$ cat config.mk
export PLATFORM = sky130hd
export DESIGN_NAME = script_tokenizer
export DESIGN_NICKNAME = d
export VERILOG_FILES = /design/src/rtl/stok_pkg.sv /design/src/rtl/script_tokenizer.sv /design/src/rtl/stok_scan.sv /design/src/rtl/stok_fifo.sv
export VERILOG_INCLUDE_DIRS = /design/src /design/src/rtl
export SDC_FILE = /design/constraint.sdc
export NUM_CORES = 1
export LEC_CHECK = 0
export BUFFER_PORTS_ARGS = -buffer_cell sky130_fd_sc_hd__buf_2
export CAP_MARGIN = 0
export CORE_ASPECT_RATIO = 1.1
export CORE_MARGIN = 4
export CORE_UTILIZATION = 53
export CTS_BUF_LIST = sky130_fd_sc_hd__clkbuf_8 sky130_fd_sc_hd__clkbuf_16
export CTS_CLUSTER_SIZE = 40
export DETAILED_ROUTE_END_ITERATION = 8
export HOLD_SLACK_MARGIN = 0.05
export PLACE_DENSITY = 0.77
export SYNTH_ARGS = -nofsm -noshare
export SYNTH_HDL_FRONTEND = slang
export SYNTH_HIERARCHICAL = 1
export SYNTH_SLANG_ARGS = --single-unit
$ cat constraint.sdc
create_clock -name aclk -period 12.18 [get_ports aclk]
set_input_delay 2.436 -clock aclk [delete_from_list [all_inputs] [get_ports aclk]]
set_output_delay 2.436 -clock aclk [all_outputs]
set_load 0.05 [all_outputs]
$ cat src/rtl/assert_macros.svh
// assertion macros shared by the tokenizer rtl
// no dependencies; compiled away when SYNTHESIS is defined
`ifndef ASSERT_MACROS_SVH
`define ASSERT_MACROS_SVH

`ifndef SYNTHESIS

`define STOK_ASSERT(label, clk, rst_n, prop) \
    label: assert property (@(posedge clk) disable iff (!rst_n) prop) \
        else $error("tokenizer assertion failed");

`define STOK_ASSERT_NEVER(label, clk, rst_n, cond) \
    label: assert property (@(posedge clk) disable iff (!rst_n) !(cond)) \
        else $error("tokenizer forbidden condition seen");

`else

`define STOK_ASSERT(label, clk, rst_n, prop)
`define STOK_ASSERT_NEVER(label, clk, rst_n, cond)

`endif

`endif

$ cat src/rtl/stok_pkg.sv
// shared types and constants for the script tokenizer
// no dependencies
package stok_pkg;

    localparam int TOKEN_CAPACITY = 128;
    localparam int LINE_BITS      = 16;
    localparam int TLEN_W         = $clog2(TOKEN_CAPACITY);
    localparam int LINE_OUT_W     = 16;

    localparam int FIFO_DEPTH = 8;
    localparam int MAX_PUSH   = 3;
    localparam int FPTR_W     = $clog2(FIFO_DEPTH);
    localparam int FCNT_W     = FPTR_W + 1;

    localparam logic [1:0] KIND_BYTE = 2'd0;
    localparam logic [1:0] KIND_END  = 2'd1;
    localparam logic [1:0] KIND_EOS  = 2'd2;
    localparam logic [1:0] KIND_ERR  = 2'd3;

    localparam logic [1:0] ERR_NONE  = 2'd0;
    localparam logic [1:0] ERR_QUOTE = 2'd1;
    localparam logic [1:0] ERR_LONG  = 2'd2;

    typedef struct packed {
        logic [1:0]            kind;
        logic [7:0]            out_byte;
        logic                  first_of_token;
        logic                  line_break_before;
        logic [LINE_OUT_W-1:0] line_number;
        logic [1:0]            error_code;
        logic                  last_of_run;
    } stok_item_t;

    typedef struct packed {
        logic [1:0]            count;
        stok_item_t [MAX_PUSH-1:0] items;
    } stok_push_t;

endpackage

$ cat src/rtl/script_tokenizer.sv
// script tokenizer: one script byte in, token bytes, token ends, end and errors out
// results of an item are registered in the result queue as it is accepted and offered on m_ from there
// throughput: one byte per cycle while the 8-entry result queue has room for three;
// results leave at one per cycle while m_tready is high, so bytes giving two or three results drain in turn
// reset (aresetn low, synchronous): scanner between tokens, line 1, queue empty
// depends on stok_pkg, stok_scan, stok_fifo
module script_tokenizer (
    input  logic        aclk,
    input  logic        aresetn,
    input  logic        s_tvalid,
    output logic        s_tready,
    input  logic [7:0]  s_tdata,   // [7:0] in_byte
    input  logic        s_tuser,   // [0] begin_script
    output logic        m_tvalid,
    input  logic        m_tready,
    output logic [31:0] m_tdata,   // [7:0] out_byte, [8] first_of_token,
                                   // [9] line_break_before, [25:10] line_number,
                                   // [27:26] error_code, [31:28] zero
    output logic [1:0]  m_tuser,   // [1:0] kind
    output logic        m_tlast    // last_of_run
);
    import stok_pkg::*;

    stok_push_t push;
    stok_item_t head;
    logic       room;
    logic       in_accept;

    assign s_tready  = room;
    assign in_accept = s_tvalid && room;

    stok_scan u_scan (
        .aclk         (aclk),
        .aresetn      (aresetn),
        .in_accept    (in_accept),
        .in_byte      (s_tdata),
        .begin_script (s_tuser),
        .push         (push)
    );

    stok_fifo u_fifo (
        .aclk     (aclk),
        .aresetn  (aresetn),
        .wr_en    (in_accept),
        .wr       (push),
        .has_room (room),
        .rd_valid (m_tvalid),
        .rd_ready (m_tready),
        .rd_item  (head)
    );

    assign m_tdata = {4'd0, head.error_code, head.line_number, head.line_break_before,
                      head.first_of_token, head.out_byte};
    assign m_tuser = head.kind;
    assign m_tlast = head.last_of_run;

endmodule

$ cat src/rtl/stok_scan.sv
// scanner state and per-byte decode into up to three result items
// depends on stok_pkg and assert_macros.svh
`include "assert_macros.svh"

module stok_scan (
    input  logic              aclk,
    input  logic              aresetn,
    input  logic              in_accept,
    input  logic [7:0]        in_byte,
    input  logic              begin_script,
    output stok_pkg::stok_push_t push
);
    import stok_pkg::*;

    localparam logic [2:0] M_BETWEEN = 3'd0;
    localparam logic [2:0] M_SLASH   = 3'd1;
    localparam logic [2:0] M_COMMENT = 3'd2;
    localparam logic [2:0] M_PLAIN   = 3'd3;
    localparam logic [2:0] M_QUOTED  = 3'd4;
    localparam logic [2:0] M_HALTED  = 3'd5;

    localparam logic [7:0] CH_NL    = 8'h0A;
    localparam logic [7:0] CH_SPACE = 8'h20;
    localparam logic [7:0] CH_SLASH = 8'h2F;
    localparam logic [7:0] CH_QUOTE = 8'h22;

    localparam logic [TLEN_W-1:0]    LEN_ZERO = '0;
    localparam logic [TLEN_W-1:0]    LEN_ONE  = TLEN_W'(1);
    localparam logic [TLEN_W-1:0]    LEN_LAST = TLEN_W'(TOKEN_CAPACITY - 1);
    localparam logic [LINE_BITS-1:0] LINE_ONE = LINE_BITS'(1);
    localparam logic [LINE_BITS-1:0] LINE_MAX = {LINE_BITS{1'b1}};

    logic [2:0]           mode_reg, mode_next, mode_cur;
    logic [TLEN_W-1:0]    len_reg, len_next, len_cur, app_len;
    logic [LINE_BITS-1:0] line_reg, line_next, line_cur, line_inc;
    logic                 cross_reg, cross_next, cross_cur;
    logic                 is_zero, is_nl, is_ws, is_slash, is_quote;
    logic                 do_append, do_end, stop_any;
    logic [7:0]           app_byte;
    logic [1:0]           n;
    stok_item_t [MAX_PUSH-1:0] items;

    function automatic stok_item_t mk(input logic [1:0] kind, input logic [7:0] b,
                                      input logic first, input logic lbb,
                                      input logic [1:0] err,
                                      input logic [LINE_BITS-1:0] line);
        stok_item_t r;
        r.kind              = kind;
        r.out_byte          = b;
        r.first_of_token    = first;
        r.line_break_before = lbb;
        r.line_number       = LINE_OUT_W'(line);
        r.error_code        = err;
        r.last_of_run       = 1'b0;
        return r;
    endfunction

    always_comb begin
        mode_cur  = begin_script ? M_BETWEEN : mode_reg;
        len_cur   = begin_script ? LEN_ZERO  : len_reg;
        line_cur  = begin_script ? LINE_ONE  : line_reg;
        cross_cur = begin_script ? 1'b0      : cross_reg;
        line_inc  = (line_cur == LINE_MAX) ? line_cur : line_cur + LINE_ONE;

        is_zero  = (in_byte == 8'd0);
        is_nl    = (in_byte == CH_NL);
        is_ws    = (in_byte <= CH_SPACE);
        is_slash = (in_byte == CH_SLASH);
        is_quote = (in_byte == CH_QUOTE);

        mode_next  = mode_cur;
        len_next   = len_cur;
        line_next  = line_cur;
        cross_next = cross_cur;
        items      = '0;
        n          = 2'd0;
        do_append  = 1'b0;
        do_end     = 1'b0;
        app_len    = len_cur;
        app_byte   = in_byte;

        unique case (mode_cur)
            M_BETWEEN: begin
                priority if (is_zero) begin
                    items[0]  = mk(KIND_EOS, 8'd0, 1'b0, 1'b0, ERR_NONE, line_cur);
                    n         = 2'd1;
                    mode_next = M_HALTED;
                end else if (is_nl) begin
                    line_next  = line_inc;
                    cross_next = 1'b1;
                end else if (is_ws) begin
                    mode_next = M_BETWEEN;
                end else if (is_slash) begin
                    mode_next = M_SLASH;
                end else if (is_quote) begin
                    mode_next = M_QUOTED;
                    len_next  = LEN_ZERO;
                end else begin
                    mode_next = M_PLAIN;
                    app_len   = LEN_ZERO;
                    do_append = 1'b1;
                end
            end
            M_SLASH: begin
                if (is_slash) begin
                    mode_next = M_COMMENT;
                end else begin
                    // held slash becomes the first byte of a plain token
                    items[0]  = mk(KIND_BYTE, CH_SLASH, 1'b1, cross_cur, ERR_NONE, line_cur);
                    n         = 2'd1;
                    mode_next = M_PLAIN;
                    len_next  = LEN_ONE;
                    app_len   = LEN_ONE;
                    do_append = !is_ws;
                    do_end    = is_ws;
                end
            end
            M_COMMENT: begin
                if (is_zero) begin
                    items[0]  = mk(KIND_EOS, 8'd0, 1'b0, 1'b0, ERR_NONE, line_cur);
                    n         = 2'd1;
                    mode_next = M_HALTED;
                end else if (is_nl) begin
                    line_next  = line_inc;
                    cross_next = 1'b1;
                    mode_next  = M_BETWEEN;
                end
            end
            M_PLAIN: begin
                do_append = !is_ws;
                do_end    = is_ws;
            end
            M_QUOTED: begin
                priority if (is_zero) begin
                    items[0]  = mk(KIND_ERR, 8'd0, 1'b0, 1'b0, ERR_QUOTE, line_cur);
                    n         = 2'd1;
                    mode_next = M_HALTED;
                end else if (is_quote) begin
                    items[0]   = mk(KIND_END, 8'd0, 1'b0, cross_cur, ERR_NONE, line_cur);
                    n          = 2'd1;
                    cross_next = 1'b0;
                    len_next   = LEN_ZERO;
                    mode_next  = M_BETWEEN;
                end else begin
                    do_append = 1'b1;
                end
            end
            default: begin
                mode_next = M_HALTED;
            end
        endcase

        if (do_append) begin
            if (app_len == LEN_LAST) begin
                items[n]  = mk(KIND_ERR, 8'd0, 1'b0, 1'b0, ERR_LONG, line_cur);
                mode_next = M_HALTED;
            end else begin
                items[n] = mk(KIND_BYTE, app_byte, app_len == LEN_ZERO, cross_cur,
                              ERR_NONE, line_cur);
                len_next = app_len + LEN_ONE;
            end
            n = n + 2'd1;
        end

        if (do_end) begin
            // whitespace or zero closes a plain token
            items[n]   = mk(KIND_END, 8'd0, 1'b0, cross_cur, ERR_NONE, line_cur);
            n          = n + 2'd1;
            cross_next = 1'b0;
            len_next   = LEN_ZERO;
            mode_next  = M_BETWEEN;
            if (is_zero) begin
                items[n]  = mk(KIND_EOS, 8'd0, 1'b0, 1'b0, ERR_NONE, line_cur);
                n         = n + 2'd1;
                mode_next = M_HALTED;
            end else if (is_nl) begin
                line_next  = line_inc;
                cross_next = 1'b1;
            end
        end

        stop_any = 1'b0;
        for (int i = 0; i < MAX_PUSH; i++) begin
            items[i].last_of_run = (2'(i) + 2'd1 == n);
            if ((2'(i) < n) && (items[i].kind == KIND_EOS || items[i].kind == KIND_ERR)) begin
                stop_any = 1'b1;
            end
        end

        push.count = n;
        push.items = items;
    end

    always_ff @(posedge aclk) begin
        if (!aresetn) begin
            mode_reg  <= M_BETWEEN;
            len_reg   <= LEN_ZERO;
            line_reg  <= LINE_ONE;
            cross_reg <= 1'b0;
        end else if (in_accept) begin
            mode_reg  <= mode_next;
            len_reg   <= len_next;
            line_reg  <= line_next;
            cross_reg <= cross_next;
        end
    end

    `STOK_ASSERT(a_stop_halts, aclk, aresetn, in_accept && stop_any |=> mode_reg == M_HALTED)
    `STOK_ASSERT_NEVER(a_halted_quiet, aclk, aresetn,
        mode_reg == M_HALTED && !begin_script && push.count != 2'd0)

endmodule

$ cat src/rtl/stok_fifo.sv
// result queue: takes up to three items per cycle while it has room, gives one per cycle while rd_ready is high
// depends on stok_pkg and assert_macros.svh
`include "assert_macros.svh"

module stok_fifo (
    input  logic                 aclk,
    input  logic                 aresetn,
    input  logic                 wr_en,
    input  stok_pkg::stok_push_t wr,
    output logic                 has_room,
    output logic                 rd_valid,
    input  logic                 rd_ready,
    output stok_pkg::stok_item_t rd_item
);
    import stok_pkg::*;

    stok_item_t          mem_reg [FIFO_DEPTH];
    logic [FPTR_W-1:0]   wr_ptr_reg, wr_ptr_next, rd_ptr_reg, rd_ptr_next;
    logic [FCNT_W-1:0]   count_reg, count_next;
    logic [1:0]          push_n;
    logic                pop;

    always_comb begin
        push_n      = wr_en ? wr.count : 2'd0;
        rd_valid    = (count_reg != '0);
        pop         = rd_valid && rd_ready;
        rd_item     = mem_reg[rd_ptr_reg];
        has_room    = (count_reg <= FCNT_W'(FIFO_DEPTH - MAX_PUSH));
        wr_ptr_next = wr_ptr_reg + FPTR_W'(push_n);
        rd_ptr_next = rd_ptr_reg + FPTR_W'(pop);
        count_next  = count_reg + FCNT_W'(push_n) - FCNT_W'(pop);
    end

    always_ff @(posedge aclk) begin
        for (int i = 0; i < MAX_PUSH; i++) begin
            if (2'(i) < push_n) begin
                mem_reg[wr_ptr_reg + FPTR_W'(i)] <= wr.items[i];
            end
        end
    end

    always_ff @(posedge aclk) begin
        if (!aresetn) begin
            wr_ptr_reg <= '0;
            rd_ptr_reg <= '0;
            count_reg  <= '0;
        end else begin
            wr_ptr_reg <= wr_ptr_next;
            rd_ptr_reg <= rd_ptr_next;
            count_reg  <= count_next;
        end
    end

    `STOK_ASSERT_NEVER(a_no_overflow, aclk, aresetn, count_reg > FCNT_W'(FIFO_DEPTH))
    `STOK_ASSERT(a_pop_drains, aclk, aresetn,
        pop && push_n == 2'd0 |=> count_reg == $past(count_reg) - FCNT_W'(1))

endmodule
==> Word level (Yosys, flattened, before mapping) <==
Memories as Yosys holds them, arrays and structs flattened. A register that Yosys moved wholly into a read port is not among the register bits.
Cells that the tools add are included.
{ "word_totals": {"ff_bits": 37, "ramBits": 248, "input_bits": 13, "word_cells": 149, "mem_count": 1} }
{ "classes": {"add_sub_neg": 11, "order_cmp": 11, "eq_ne": 12, "n_mux": 96, "reduce_logical": 11} }
{ "mem_list": {"columns": ["memory", "depth", "word_bits", "read_ports", "rd_ports_with_merged_regs", "write_ports", "line_no", "source"], "rows": [
  ["u_fifo.mem_reg", 8, 31, 1, 1, 3, "stok_fifo.sv:17", "stok_item_t mem_reg [FIFO_DEPTH];"]
]} }
{ "op_table": {"columns": ["op", "n"], "rows": [
  ["93-bit bitwise mux", 4],
  ["93-bit 2-to-1 mux", 4],
  ["31-bit demux with 2-bit select", 3],
  ["31-bit 2-to-1 mux", 5],
  ["16-bit 2-to-1 mux", 8],
  ["7-bit 2-to-1 mux", 16],
  ["31-bit case mux with 3 select lines", 1],
  ["3-bit 2-to-1 mux", 15],
  ["30-bit 2-to-1 mux", 1],
  ["27-bit 2-to-1 mux", 1],
  ["1-bit 2-to-1 mux", 26],
  ["7-bit case mux with 3 select lines", 1],
  ["16-bit by 1-bit adder with 16-bit output (second input constant)", 1],
  ["16-bit equality test (second input constant)", 1],
  ["8-bit by 6-bit equality test with 1-bit output (second input constant)", 2],
  ["3-bit case mux with 5 select lines", 1],
  ["7-bit case mux with 2 select lines", 1],
  ["2-bit 2-to-1 mux", 5],
  ["2-bit by 3-bit < comparator with 1-bit output (second input constant)", 3],
  ["8-bit by 4-bit equality test with 1-bit output (second input constant)", 1],
  ["8-bit by 6-bit <= comparator with 1-bit output (second input constant)", 1],
  ["8-bit logical NOT", 1],
  ["7-bit by 1-bit adder with 7-bit output (second input constant)", 1],
  ["7-bit equality test (second input constant)", 1],
  ["other kinds (25)", 37]
]} }

==> Logic depth before layout (Yosys ltp) <==
{ "depth": {"ltp_word": 16, "mapped_depth": 19, "ltp_nobuf": 17} }

==> Cells and area by module <==
The synthesis kept the hierarchy.
{ "by_module_without_submodules": {"columns": ["mod", "n_inst", "cells_each", "area_per_inst_um2", "seq_area_each_um2"], "rows": [
  ["stok_fifo", 1, 1672, 15389.8, 7647.3],
  ["stok_scan", 1, 408, 2758.9, 540.5],
  ["script_tokenizer", 1, 6, 40.0, 0.0]
]} }

==> Worst setup path before layout <==
OpenSTA, ideal clock, no wires.
{ "synth_timing": {"path_type": "input-to-reg", "start": "input s_tdata[2]", "end": "memory u_fifo/mem_reg[1][0] in the netlist's numbering, enable pin", "setup_ps": 552, "arrival_ps": 6070, "path_slack_ps": 5559, "path_stages": 13, "n_path_buf": 2, "cell_sequence": "nor4_1 > and2_1 > a21oi_1 > o22ai_1 > clkinv_1 > ha_1 > xnor2_1 > inv_1 > and4_1 > clkbuf_1 > nand3_1 > clkbuf_1 > nand3_1"} }
{ "synth_rtl": {"columns": ["element", "line_no", "source"], "rows": [
  ["start: declaration", "script_tokenizer.sv:12", "input logic [7:0] s_tdata,"],
  ["end: declaration", "stok_fifo.sv:17", null]
]} }

==> results.tsv <==
stage	metric	value	unit
synthesis	syn_avg_cell_area	8.719	um^2
route	vias	15770	
cts	cts_resized	0	
route	avgRoutedWirePerCell	22.22	um
placed_design	pre_cts_ws	4.378	ns
synthesis	synth-simple-area-share	0.2427	
cts	cts_root_buffer	clkbuf_16	
sta	timing.hold.ws	0.4570	ns
cts	clockBufferDepth	3	
route	drtIter0Drc	1969	
sta	fin_setup_tns	0	ns
cts	cts.htree.levels	1	
setup_path	slowest_delay	1.02	ns
pwr	ir_worst_vdd	0.1162	mV
cts	numCtsBuffers	29	
route	first_pass_iters	7	
floorplanning	num_rows	70	
cells_and_area	layout.nets	1988	
synthesis	synth_ff_type	edfxtp_1	
floorplanning	dieWidth	184.6	um
setup_path	cp-start-kind	primary input	
synthesis	synth.area.mux_share	0.09871	
synthesis	synth_edf_count	248	
setup_path	worstPathCellList	buf_2, nor4_1, and2_1, a21oi_1, o22ai_1, clkinv_1, ha_1, xnor2_1, inv_1, and4_1, nand3_2, buf_4, nand3_2	
global_route	grt_use_total	0.2800	
floorplanning	die_area	0.03735	mm^2
cts	cts_tree	yes	
cts	ctsHoldBuffers	0	
worst_hold_path	hold_path.class	flip-flop to flip-flop	
flow_run	drv_cap	0	
synthesis	synth_xor_area_frac	0.005778	
synthesis	synth_cell_types	75	
sta	worst_pin_slew	1.293	ns
cts	post_cts_buffers	0	
cells_and_area	seqCellArea	0.008194	mm^2
pwr	p_leak	7.059	nW
sta	fin_crit_sh	0.6089	
setup_path	critPathMaxFanout	63	
setup_path	worst_ep_arrival_time	7.37	ns
cts	cts_sinks	285	
setup_path	required	12.14	ns
sta	slew_violations	0	
global_route	grt_pass1_wl	83.18	mm
sta	fin_skew	0.01894	ns
sta	setup_ws	4.764	ns
cells_and_area	drive_above_1_share	0.1295	
floorplanning	start_util	0.5422	
pwr	power_density	164.1	mW/mm^2
floorplanning	ios	50	
placed_design	dp_hpwl	32.24	mm
cells_and_area	multiInputGateArea	0.008919	mm^2
global_route	grt_overflow	0	
cells_and_area	fillers	2779	
sta	fin_crit	7.416	ns
cells_and_area	area_growth	5.290	%
synthesis	synth_adder_area_share	0.01458	
global_route	grt_pass1_vias	15540	
sta	rsz0062_at_grt	no	
synthesis	yosys_warnings	6	
sta	setup_viol	0	
placed_design	gp_congestion	0.9137	
synthesis	async_flop_share	0	
cells_and_area	diodes	0	
placed_design	io_buffers	45	
synthesis	ys_ff_latch	285	
synthesis	synth-compound-area-share	0.1209	
floorplanning	coreArea	0.03354	mm^2
sta	max_freq	134.8	MHz
setup_path	crit_type	primary input to flip-flop	
route	routed_wirelength	53.53	mm
cts	clock_latency	0.56	ns
cells_and_area	largest_reg_flops	248	
global_route	grt_max_degree	64	
setup_path	end_kind	flip-flop	
synthesis	seq_area_frac_synth	0.4502	
sta	hold_viol	0	
setup_path	cpMaxStageDelayCell	nand3_2	
route	drcViolationCount	0	
setup_path	path_common_cell	nand3_2	
status	status	completed	
route	drt-vias-per-instance	6.545	
synthesis	syn_inst	2086	
cts	clk_pin_slew_worst_paths	0.06	ns
cells_and_area	utilization	0.5709	
route	ant_nets	0	
global_route	antenna_found_initial	0	
synthesis	syn-cell-area	0.01819	mm^2
sta	slew_headroom	0.1299	
floorplanning	die_h	202.3	um
synthesis	synth_top_family_by_area	simple AND/OR/NAND/NOR gates	
power breakdown:
part           leakage [nW]  switching [W]  internal, W  total (W)
clock network         0.506       0.000377     0.000526   0.000902
registers              2.66      0.0000489      0.00117    0.00122
logic                  3.89       0.000648     0.000370    0.00102
final timing paths:
| kind | start | endpoint | slack (ns) | depth (start not counted) |
|---|---|---|---|---|
| worst max register to register | u_scan/mode_reg[0]$_SDFFE_PN0P_ | u_fifo/mem_reg[1][5]$_DFFE_PP_ | 6.69 | 10 |
| worst max-delay path | s_tdata[2] | u_fifo/mem_reg[1][5]$_DFFE_PP_ | 4.76 | 13 |
| worst min-delay path | u_scan/len_reg[0]$_SDFFE_PN0P_ | u_scan/len_reg[0]$_SDFFE_PN0P_ | 0.46 | 1 |
| worst min register to register | u_scan/len_reg[0]$_SDFFE_PN0P_ | u_scan/len_reg[0]$_SDFFE_PN0P_ | 0.46 | 1 |
routing by layer:
layer	up-vias	share of wire	global-route usage
li1	7009	-	-
met5	-	0	0
met4	0	0.056	0.1319
met3	254	0.14	0.07091
met2	1133	0.45	0.4428
met1	7372	0.35	0.3620
critical path: cells and delay by family:
family                   cells  cell delay (ns)
XOR/XNOR                     1             0.29
AND/OR/NAND/NOR              5             2.39
adder cells (fa/ha/maj)      1             0.49
buffers and inverters        4             1.26
AO/OA/AOI/OAI                2             0.47
metrics by stage:
stage / std cells / cell area [um^2] / power (W)
floorplan: 2101 / 18250 / 0.002030
global placement: 2356 / 18200 / 0.002229
detailed placement: 2356 / 18200 / 0.002252
CTS: 2409 / 19150 / 0.003144
global route: 2409 / 19150 / 0.003275
finish: 2409 / 19150 / 0.003142
synth_stat cells, types with 18 or more instances:
cell type	n	share of area
nand2_1	575	0.12
nor2_1	334	0.069
a31oi_1	253	0.087
edfxtp_1	248	0.41
clkbuf_1	106	0.022
mux4_2	62	0.077
buf_2	59	0.016
buf_1	41	0.0085
dfxtp_1	37	0.041
nand3_1	35	0.0096
mux2_2	31	0.019
clkbuf_2	29	0.0080
and2_1	26	0.0089
inv_1	24	0.0050
and3_1	18	0.0062
ha_1	18	0.012
layout by cell type, fill, tap and decap left out, drive strengths merged, types with 26 or more instances in the layout:
cell type and count:
a31oi 253, nand2 575, dfxtp 37, clkbuf 31, buf 75, inv 35
mux2 31, nor2 335, mux4 62, edfxtp 248, and2 26, nand3 35
area by class of cell:
type | count | share of cell area
multi-input cells | 1539 | 0.4657
flip-flops and latches | 285 | 0.4279
clock buffers | 31 | 0.03933
well taps | 432 | 0.02822
repair buffers | 75 | 0.02352
clock inverters | 22 | 0.01045
inverters | 25 | 0.004900
cell families (layout without fill, tap and decap cells):
logic type                 Yosys count  count (layout)
and+or+nand+nor                   1058            1058
buffers and inverters              277             153
adders and majority gates           20              20
other                                2              17
muxes                               98              98
xor gates and xnor gates            12              12
AOI/OAI and AO/OA                  334             334
DFF                                285             285
No activity file was read; power rests on OpenSTA's default activity.
